==> config.mk <==
export PLATFORM = sky130hd
export DESIGN_NAME = lru_key_value_cache
export DESIGN_NICKNAME = d
export VERILOG_FILES = /design/src/rtl/lkv_pkg.sv /design/src/rtl/lkv_ram.sv /design/src/rtl/lkv_tag.sv /design/src/rtl/lru_key_value_cache.sv
export SDC_FILE = /design/constraint.sdc
export NUM_CORES = 2
export LEC_CHECK = 0
export BUFFER_PORTS_ARGS = -buffer_cell sky130_fd_sc_hd__buf_2
export CAP_MARGIN = 20
export CORE_ASPECT_RATIO = 0.6
export CORE_MARGIN = 10
export CORE_UTILIZATION = 56
export CTS_CLUSTER_DIAMETER = 150
export DETAILED_ROUTE_END_ITERATION = 8
export PLACE_DENSITY = 0.84
export SLEW_MARGIN = 5
export SYNTH_ARGS = -nofsm -noshare
export SYNTH_HDL_FRONTEND = slang
export SYNTH_SLANG_ARGS = --single-unit
==> constraint.sdc <==
create_clock -name clk -period 9.59 [get_ports clk]
set_input_delay 0.959 -clock clk [delete_from_list [all_inputs] [get_ports clk]]
set_output_delay 0.959 -clock clk [all_outputs]
set_load 0.01 [all_outputs]
==> src/rtl/lkv_pkg.sv <==
// lkv_pkg: shared types and constants of the lru key/value cache
`timescale 1ns / 1ps
`default_nettype none

package lkv_pkg;

    localparam int CAPACITY = 8;
    localparam int KEY_BITS = 64;
    localparam int IDX_W    = (CAPACITY > 1) ? $clog2(CAPACITY) : 1;
    localparam int VAL_W    = 64;

    localparam logic REQ_INSERT = 1'b0;
    localparam logic REQ_LOOKUP = 1'b1;
    localparam logic KIND_INT   = 1'b0;
    localparam logic KIND_DBL   = 1'b1;

    typedef struct packed {
        logic              req_type;
        logic [63:0]       lookup_key;
        logic              kind_tag;
        logic [63:0]       write_value;
    } lkv_req_t;

    typedef struct packed {
        logic              hit;
        logic [63:0]       read_value;
    } lkv_rsp_t;

    // tag store answer for the request on the port
    typedef struct packed {
        logic              hit;
        logic [IDX_W-1:0]  slot;
    } lkv_sel_t;

    typedef enum logic [1:0] {
        ST_IDLE = 2'b01,
        ST_RESP = 2'b10
    } lkv_state_t;

endpackage

`default_nettype wire

==> src/rtl/lkv_ram.sv <==
// lkv_ram: generic single-port ram with registered read
`timescale 1ns / 1ps
`default_nettype none

module lkv_ram #(
    parameter int WIDTH = 64,
    parameter int DEPTH = 8,
    parameter int AW    = (DEPTH > 1) ? $clog2(DEPTH) : 1
) (
    input  wire logic             clk,
    input  wire logic             we,
    input  wire logic             re,
    input  wire logic [AW-1:0]    addr,
    input  wire logic [WIDTH-1:0] wdata,
    output logic      [WIDTH-1:0] rdata
);

    logic [WIDTH-1:0] mem [DEPTH];
    logic [WIDTH-1:0] rdata_reg;

    always_ff @(posedge clk)
    begin
        if (we)
        begin
            mem[addr] <= wdata;
        end
        if (re)
        begin
            rdata_reg <= mem[addr];
        end
    end

    assign rdata = rdata_reg;

endmodule

`default_nettype wire

==> src/rtl/lkv_tag.sv <==
// lkv_tag: key/kind/valid/recency register store with parallel compare
`timescale 1ns / 1ps
`default_nettype none

module lkv_tag (
    input  wire logic             clk,
    input  wire logic             rst_n,
    input  wire logic             acc,
    input  wire lkv_pkg::lkv_req_t req,
    output lkv_pkg::lkv_sel_t     sel
);
    import lkv_pkg::*;

    logic                valid_reg [CAPACITY];
    logic [KEY_BITS-1:0] key_reg   [CAPACITY];
    logic                kind_reg  [CAPACITY];
    logic [IDX_W-1:0]    rank_reg  [CAPACITY];

    logic [KEY_BITS-1:0] req_key;
    logic [CAPACITY-1:0] match;
    logic [CAPACITY-1:0] best;
    logic [CAPACITY-1:0] valid_vec;
    logic                any_hit;
    logic [IDX_W-1:0]    hit_slot;
    logic [IDX_W-1:0]    hit_rank;
    logic                full;
    logic [IDX_W-1:0]    free_slot;
    logic [IDX_W-1:0]    victim_slot;
    logic [IDX_W-1:0]    ins_slot;
    logic                is_lookup;

    assign req_key   = req.lookup_key[KEY_BITS-1:0];
    assign is_lookup = (req.req_type == REQ_LOOKUP);

    always_comb
    begin
        for (int i = 0; i < CAPACITY; i++)
        begin
            valid_vec[i] = valid_reg[i];
            match[i] = valid_reg[i] && (key_reg[i] == req_key) &&
                       (kind_reg[i] == req.kind_tag);
        end
    end

    // most recent match: no other match holds a smaller rank
    always_comb
    begin
        for (int i = 0; i < CAPACITY; i++)
        begin
            best[i] = match[i];
            for (int j = 0; j < CAPACITY; j++)
            begin
                if (j != i && match[j] && (rank_reg[j] < rank_reg[i]))
                begin
                    best[i] = 1'b0;
                end
            end
        end
    end

    always_comb
    begin
        any_hit  = |match;
        hit_slot = '0;
        hit_rank = '0;
        for (int i = 0; i < CAPACITY; i++)
        begin
            if (best[i])
            begin
                hit_slot = hit_slot | IDX_W'(i);
                hit_rank = hit_rank | rank_reg[i];
            end
        end
    end

    always_comb
    begin
        full        = &valid_vec;
        free_slot   = '0;
        victim_slot = '0;
        for (int i = CAPACITY - 1; i >= 0; i--)
        begin
            if (!valid_reg[i])
            begin
                free_slot = IDX_W'(i);
            end
        end
        for (int i = CAPACITY - 1; i >= 0; i--)
        begin
            if (valid_reg[i] && (rank_reg[i] == IDX_W'(CAPACITY - 1)))
            begin
                victim_slot = IDX_W'(i);
            end
        end
        ins_slot = full ? victim_slot : free_slot;
    end

    assign sel.hit  = is_lookup && any_hit;
    assign sel.slot = is_lookup ? hit_slot : ins_slot;

    always_ff @(posedge clk or negedge rst_n)
    begin
        if (!rst_n)
        begin
            for (int i = 0; i < CAPACITY; i++)
            begin
                valid_reg[i] <= 1'b0;
                rank_reg[i]  <= '0;
            end
        end
        else if (acc)
        begin
            if (is_lookup)
            begin
                if (any_hit)
                begin
                    for (int i = 0; i < CAPACITY; i++)
                    begin
                        if (best[i])
                        begin
                            rank_reg[i] <= '0;
                        end
                        else if (valid_reg[i] && (rank_reg[i] < hit_rank))
                        begin
                            rank_reg[i] <= rank_reg[i] + 1'b1;
                        end
                    end
                end
            end
            else
            begin
                for (int i = 0; i < CAPACITY; i++)
                begin
                    if (IDX_W'(i) == ins_slot)
                    begin
                        valid_reg[i] <= 1'b1;
                        rank_reg[i]  <= '0;
                    end
                    else if (valid_reg[i])
                    begin
                        rank_reg[i] <= rank_reg[i] + 1'b1;
                    end
                end
            end
        end
    end

    // key and kind carry no reset; only read behind valid
    always_ff @(posedge clk)
    begin
        if (acc && !is_lookup)
        begin
            key_reg[ins_slot]  <= req_key;
            kind_reg[ins_slot] <= req.kind_tag;
        end
    end

`ifndef SYNTHESIS
    a_count_no_drop: assert property (@(posedge clk) disable iff (!rst_n)
        1'b1 |=> $countones(valid_vec) >= $past($countones(valid_vec)))
        else $error("valid entry lost");

    a_insert_grows: assert property (@(posedge clk) disable iff (!rst_n)
        (acc && !is_lookup && !full)
        |=> $countones(valid_vec) == $past($countones(valid_vec)) + 1)
        else $error("insert into free slot did not add an entry");
`endif

endmodule

`default_nettype wire

==> src/rtl/lru_key_value_cache.sv <==
// lru_key_value_cache: top level, request control, value ram and response register
//
//  channel | handshake            | payload
//  --------+----------------------+-------------------------------
//  req     | req_valid, req_stall | req (type, key, kind, value)
//  rsp     | rsp_valid, rsp_stall | rsp (hit, read_value)
//
// each request: compare and tag/rank update plus value ram access in the accept
// cycle, then the ram read data loads the response register in ST_RESP.
// rsp register frees the request side: a waiting response only holds ST_RESP
// until it is taken.
// reset clears the valid bits and ranks at once; no clearing pass.
`timescale 1ns / 1ps
`default_nettype none

module lru_key_value_cache (
    input  wire logic              clk,
    input  wire logic              rst_n,
    input  wire logic              req_valid,
    output logic                   req_stall,
    input  wire lkv_pkg::lkv_req_t req,
    output logic                   rsp_valid,
    input  wire logic              rsp_stall,
    output lkv_pkg::lkv_rsp_t      rsp
);
    import lkv_pkg::*;

    lkv_state_t       state_reg, state_next;
    logic             pend_hit_reg, pend_hit_next;
    logic             rsp_valid_reg, rsp_valid_next;
    lkv_rsp_t         rsp_reg, rsp_next;
    lkv_sel_t         sel;
    logic             acc;
    logic             load;
    logic             ram_we;
    logic             ram_re;
    logic [VAL_W-1:0] ram_wdata;
    logic [VAL_W-1:0] ram_rdata;

    assign req_stall = (state_reg != ST_IDLE);
    assign acc       = req_valid && !req_stall;
    assign load      = (state_reg == ST_RESP) && (!rsp_valid_reg || !rsp_stall);

    lkv_tag u_tag (
        .clk   (clk),
        .rst_n (rst_n),
        .acc   (acc),
        .req   (req),
        .sel   (sel)
    );

    assign ram_we    = acc && (req.req_type == REQ_INSERT);
    assign ram_re    = acc && sel.hit;
    assign ram_wdata = (req.kind_tag == KIND_INT) ? {32'd0, req.write_value[31:0]}
                                                  : req.write_value;

    lkv_ram #(
        .WIDTH (VAL_W),
        .DEPTH (CAPACITY)
    ) u_val_ram (
        .clk   (clk),
        .we    (ram_we),
        .re    (ram_re),
        .addr  (sel.slot),
        .wdata (ram_wdata),
        .rdata (ram_rdata)
    );

    always_comb
    begin
        state_next     = state_reg;
        pend_hit_next  = pend_hit_reg;
        rsp_next       = rsp_reg;
        rsp_valid_next = rsp_valid_reg && rsp_stall;
        unique case (state_reg)
            ST_IDLE:
            begin
                if (acc)
                begin
                    pend_hit_next = sel.hit;
                    state_next    = ST_RESP;
                end
            end
            ST_RESP:
            begin
                if (load)
                begin
                    rsp_next.hit        = pend_hit_reg;
                    rsp_next.read_value = pend_hit_reg ? ram_rdata : '0;
                    rsp_valid_next      = 1'b1;
                    state_next          = ST_IDLE;
                end
            end
            default:
            begin
                state_next = ST_IDLE;
            end
        endcase
    end

    always_ff @(posedge clk or negedge rst_n)
    begin
        if (!rst_n)
        begin
            state_reg     <= ST_IDLE;
            rsp_valid_reg <= 1'b0;
            pend_hit_reg  <= 1'b0;
        end
        else
        begin
            state_reg     <= state_next;
            rsp_valid_reg <= rsp_valid_next;
            pend_hit_reg  <= pend_hit_next;
        end
    end

    always_ff @(posedge clk)
    begin
        rsp_reg <= rsp_next;
    end

    assign rsp_valid = rsp_valid_reg;
    assign rsp       = rsp_reg;

`ifndef SYNTHESIS
    a_rsp_from_resp: assert property (@(posedge clk) disable iff (!rst_n)
        $rose(rsp_valid) |-> $past(state_reg == ST_RESP))
        else $error("response raised outside the response cycle");

    a_read_then_resp: assert property (@(posedge clk) disable iff (!rst_n)
        ram_re |=> (state_reg == ST_RESP) && pend_hit_reg)
        else $error("value read without pending hit");

    a_miss_zero: assert property (@(posedge clk) disable iff (!rst_n)
        (rsp_valid && !rsp.hit) |-> (rsp.read_value == '0))
        else $error("miss response carries a value");
`endif

endmodule

`default_nettype wire
Word-level counts from Yosys, hierarchy flattened
Memories as Yosys holds them, arrays and structs flattened. A register that Yosys moved wholly into a read port is not among the register bits. Cells that the tools add are included.

Add/sub/neg operators: 8. Magnitude comparators: 64. Equal/unequal tests: 45. Muxes and demuxes: 133. Bitwise operators: 8. Reductions and logical operators: 130.

Operators by type and width (count): $eq A64 B64 Y1 (8); $lt A3 B3 Y1 (64); $mux W3 (62); $logic_and A1 B1 Y1 (95); $mux W64 (1); $mux W1 (63); $mux W24 (2); $reduce_and A4 Y1 (8); $add A3 B1 Y3 const B (8); $eq A3 B3 Y1 const B (8); $ne A3 B1 Y1 const B (8); $reduce_and A3 Y1 (8); $reduce_bool A3 Y1 (8); $or A3 B3 Y3 (7); $eq A3 B3 Y1 const A (4); $eq A1 B1 Y1 (8); $mux W2 (4); $reduce_and A8 Y1 (1); $reduce_or A8 Y1 (1); $eq A2 B3 Y1 const A (2); $reduce_and A2 Y1 (3); $logic_not A1 Y1 (4); $ne A2 B1 Y1 const B (2); $ne A2 B2 Y1 const B (2); other kinds (7) (7).

Register bits: 101. Bits in writable memories: 1032. Logic and storage cells: 412. Memories: 3.

Memory list: u_tag.key_reg (words 8, width 64, read ports 8, clocked after Yosys merged registers in 0, wr ports 1, RTL line lkv_tag.sv:15) `logic [KEY_BITS-1:0] key_reg [CAPACITY];`; u_val_ram.mem (words 8, width 64, read ports 1, clocked after Yosys merged registers in 1, wr ports 1, RTL line lkv_ram.sv:18) `logic [WIDTH-1:0] mem [DEPTH];`; u_tag.kind_reg (words 8, width 1, read ports 8, clocked after Yosys merged registers in 0, wr ports 1, RTL line lkv_tag.sv:16) `logic kind_reg [CAPACITY];`.

Depth between registers and ports, before layout
An unclocked memory read counts as a cell.

Depth after elaboration: 33. Depth in mapped cells: 19. Depth with buffers taken out: 18.

By module
From an unflattened synthesis, not the netlist that was laid out.

Cell total of the unflattened synthesis: 3218. Area, all modules: 51380.5 um^2.

By module, submodules not included: lkv_tag (instances 1, cells each 2016, area each 27227.4 um^2, sequential area each 16415.7 um^2); lkv_ram (instances 1, cells each 1015, area each 21368.0 um^2, sequential area each 17296.6 um^2); lru_key_value_cache (instances 1, cells each 187, area each 2785.2 um^2, sequential area each 2053.2 um^2).

Worst setup path before layout
Ideal clock, no wire load.

Path kind: input-to-reg. Start: input req[119] (netlist name). End: memory u_val_ram.mem[6][0] (enable). Setup time: 0.643 ns. Arrival time: 9.900 ns. Data required time: 8.947 ns. Slack: -0.953 ns. Stages on the path: 14. Buffers on the path: 5. Path through: buf_2 > xor2_1 > a2111oi_2 > nand4_1 > or4_4 > o22ai_2 > nor4_2 > or2_1 > o41a_1 > buf_4 > buf_6 > buf_6 > buf_2 > nor4_1.

Longest elaborated chain between the ends: 19. Elaborated cells between the ends (all ways): 130. Those cells by class: eq/ne (8); mux (57); reduce/logical (65).

Ends and longest elaborated chain: start: declaration (RTL line lru_key_value_cache.sv:21) `input wire lkv_pkg::lkv_req_t req,`; $eq A64 B64 Y1 (RTL line lkv_tag.sv:40) `match[i] = valid_reg[i] && (key_reg[i] == req_key) &&`; $logic_and A1 B1 Y1 (2 in series) (RTL line lkv_tag.sv:40); $logic_and A1 B1 Y1 (RTL line lkv_tag.sv:53) `if (j != i && match[j] && (rank_reg[j] < rank_reg[i]))`; $mux W1 (7 in series) (RTL line lkv_tag.sv:53); $mux W1 (RTL line lkv_tag.sv:68) `if (best[i])`; $mux W2 (2 in series) (RTL line lkv_tag.sv:68); $mux W3 (3 in series) (RTL line lkv_tag.sv:68); $mux W3 (*) (RTL line lkv_tag.sv:68); $mux W3 (*) (RTL line lkv_tag.sv:99) `assign sel.slot = is_lookup ? hit_slot : ins_slot;`; end: declaration (RTL line lkv_ram.sv:18).

Every way passes the cells marked *; elsewhere a longest branch is shown, timed or not.

Worst setup path in the final report
Start: input req[123] (netlist name). End: memory u_val_ram.mem[4][44] (enable).

Same word-level chain as after synthesis.

==> impl_metrics.env <==
export IMPL_routed_wl_microns=133000
export IMPL_critical_path_class="input port to register"
export IMPL_cts_root_buf="clkbuf_16"
export IMPL_p_leak_uw=0.0189
export IMPL_cts_setup_buffers=0
export IMPL_drt_pass1_iterations=7
export IMPL_layout_commonest_cell="edfxtp_1"
export IMPL_postRouteAntennaNets=0
export IMPL_crit_top_cell="nand4_1"
export IMPL_path_cells="buf_2, xnor2_1, nand4_1, nor3_1, nand4_1, a211o_1, nor4_2, o41ai_2, o21ai_2, nor2b_4, and3b_4, buf_4"
export IMPL_hold_buffers=0
export IMPL_maxSlewViolCount=0
export IMPL_yosys_cell_types_count=82
export IMPL_finClkSkew_ns=0.0374
export IMPL_die_w_microns=410
export IMPL_outcome="finished, final reports clean"
export IMPL_finalHoldViolations=0
export IMPL_worstMarginPinSlew_ns=1.28
export IMPL_hpwl_microns=84000
export IMPL_drc=0
export IMPL_p_per_area_nw_per_um2=234
export IMPL_worstPathRequired_ns=9.92
export IMPL_nNetsFinal=3607
export IMPL_max_cap_violations=0
export IMPL_io_pins=201
export IMPL_cts_tree="yes"
export IMPL_path_max_fanout=41
export IMPL_crit_path_end_kind="register"
export IMPL_max_stage_delay_ns=0.91
export IMPL_fin_crit_ns=6.65
export IMPL_drive_gt1_frac=0.147
export IMPL_numPortBuffers=200
export IMPL_period_share=0.693
export IMPL_crit_slowest_cell="nor3_1"
export IMPL_vias_per_cell=6.36
export IMPL_rrSetupSlack_ns=3.18
export IMPL_clk_latency_ns=0.69
export IMPL_finalSetupViolCount=0
export IMPL_antenna_found_initial=13
export IMPL_grt_usage=0.249
export IMPL_die_h_microns=254
export IMPL_seqCellArea_sq_um=35800
export IMPL_cts_buffer_depth=3
export IMPL_slew_headroom=0.141
export IMPL_hold_path_class="input port to asynchronous set/reset pin"
export IMPL_drt_iter0_drc=4569
export IMPL_vias=29700
export IMPL_critPathArrivalTime_ns=6.97
export IMPL_rsz0062_at_grt="no"
export IMPL_cts_sinks=1197
export IMPL_fillers=6060
export IMPL_syn_nets=3408
export IMPL_finalNonFillerCells=4672
export IMPL_htree_levels=3
export IMPL_placed_cells=4468
export IMPL_synthCells=3158
export IMPL_dpl_instance_area_sq_um=53300
export IMPL_grt_overflow=0
export IMPL_yosysWarnings=0
export IMPL_synth_top_area_share=0.682
export IMPL_routedWlPerCell_microns=28.5
export IMPL_cts_buffers=104
export IMPL_grt_max_degree=138
export IMPL_synthTopCellsByArea="edfxtp_1 68%, xnor2_1 6.7%, mux2i_1 2.9%"
export IMPL_grt_pass1_vias=28700
export IMPL_syn_area_sq_um=51100
export IMPL_synthArstFlopShare=0.0301
export IMPL_coreArea_sq_um=90100
export IMPL_vdd_drop_max_v=0.000257
export IMPL_multi_input_area_sq_um=14400
export IMPL_syn_avg_cell_area_sq_um=16.2
export IMPL_die_area_sq_um=104000
export IMPL_seq_area_frac_synth=0.700
export IMPL_p_total_uw=13300
export IMPL_start_util=0.567
export IMPL_final_util=0.630
export IMPL_area_growth_pct=11.0
export IMPL_cts_resized=0
export IMPL_stdcell_area_sq_um=56700
export IMPL_synthFlopType="edfxtp_1"
export IMPL_fmax_mhz=150
export IMPL_synth_top_cell_by_area="edfxtp_1"
export IMPL_synth_edf_count=1161
export IMPL_fin_tns_setup_ns=0
export IMPL_ys_seq_elements=1197
export IMPL_path_clk_slew_ns=0.06
export IMPL_grt_first_pass_wirelength_microns=193000
export IMPL_gp_congestion=0.957
export IMPL_rows=85
export IMPL_layout_common_cells="1,161 x edfxtp_1, 389 x xnor2_1, 202 x buf_2"
export IMPL_cp_start_kind="input port"
[layout make-up]
type	count	area share
diodes	10	0.000441
clock buffers	124	0.0476
clock inverters	69	0.0123
inverters	83	0.00549
multi-input cells	1735	0.254
flip-flops and latches	1197	0.631
well taps	1218	0.0269
repair buffers	236	0.0228
[worst max-delay path: cells and delay by family]
family / cells / cell delay (ns)
compound gates: 3 / 0.89
simple gates: 6 / 3.82
buf+inv: 2 / 1.02
xor+xnor: 1 / 0.20
[power by group]
group | switching [uW] | total [uW] | internal [uW] | leakage (uW)
sequential | 290 | 6380 | 6090 | 0.0110
clock | 1870 | 4230 | 2360 | 0.00165
combinational | 1660 | 2670 | 1010 | 0.00624
[worst paths after layout]
path                                           startpoint                             end  cells after the start
min in group clk            u_val_ram.rdata[30]$_DFFE_PP_           rsp[30]$_SDFFCE_PN0P_                      1
setup / recovery                                 req[123]  u_val_ram.mem[4][44]$_DFFE_PP_                     12
hold reg to reg             u_val_ram.rdata[30]$_DFFE_PP_           rsp[30]$_SDFFCE_PN0P_                      1
hold / removal                                      rst_n   u_tag.rank_reg[8]$_DFFE_PN0P_                      1
setup reg to reg           u_tag.key_reg[4][16]$_DFFE_PP_  u_val_ram.mem[4][44]$_DFFE_PP_                     11
max in group asynchronous                           rst_n        pend_hit_reg$_DFFE_PN0P_                      1
[per-layer routing]
layer  vias up  share of wire  global-route usage
li1      12600              -                   -
met1     14800           0.39               0.359
met2      2098           0.43               0.353
met3       225           0.15              0.0921
met4         4          0.023              0.0638
met5         -        0.00019                   0
[metrics by stage]
stage / hold slack [ns] / setup slack, ns
2_1_floorplan: 0.443 / 1.75
3_3_place_gp: 0.507 / 2.57
4_1_cts: 0.440 / 3.06
6_report: 0.432 / 2.94
5_1_grt: 0.491 / 2.82
3_5_place_dp: 0.513 / 2.36
[kinds of logic (layout without fill, tap and decap cells)]
kind of cell    after synthesis  count (layout)  synth area share
compound gates              353             353            0.0526
simple gates                533             533            0.0620
flops                      1197            1197             0.700
other cells                   0              10                 0
xor+xnor                    457             457            0.0783
buf+inv                     226             512            0.0218
mux                         276             276            0.0571
fa+ha+maj                   116             116            0.0284
[synthesized netlist by cell type (all sizes together), types with 4 or more instances]
cell	instances
a2111o	6
a2111oi	4
a21o	17
a21oi	26
a221oi	67
a22o	14
a22oi	12
a31o	5
a31oi	12
a32o	4
a32oi	4
and2	108
and3	6
and4	5
buf	107
clkbuf	36
dfrtp	35
edfxtp	1161
ha	116
inv	83
mux2	126
mux2i	150
nand2	53
nand2b	52
nand3	33
nand4	115
nor2	34
nor2b	44
nor3	12
nor4	48
o2111ai	11
o21ai	46
o221ai	5
o22ai	78
o32ai	9
or2	9
xnor2	389
xor2	68
Note: power is estimated with default switching activity, not from simulation.
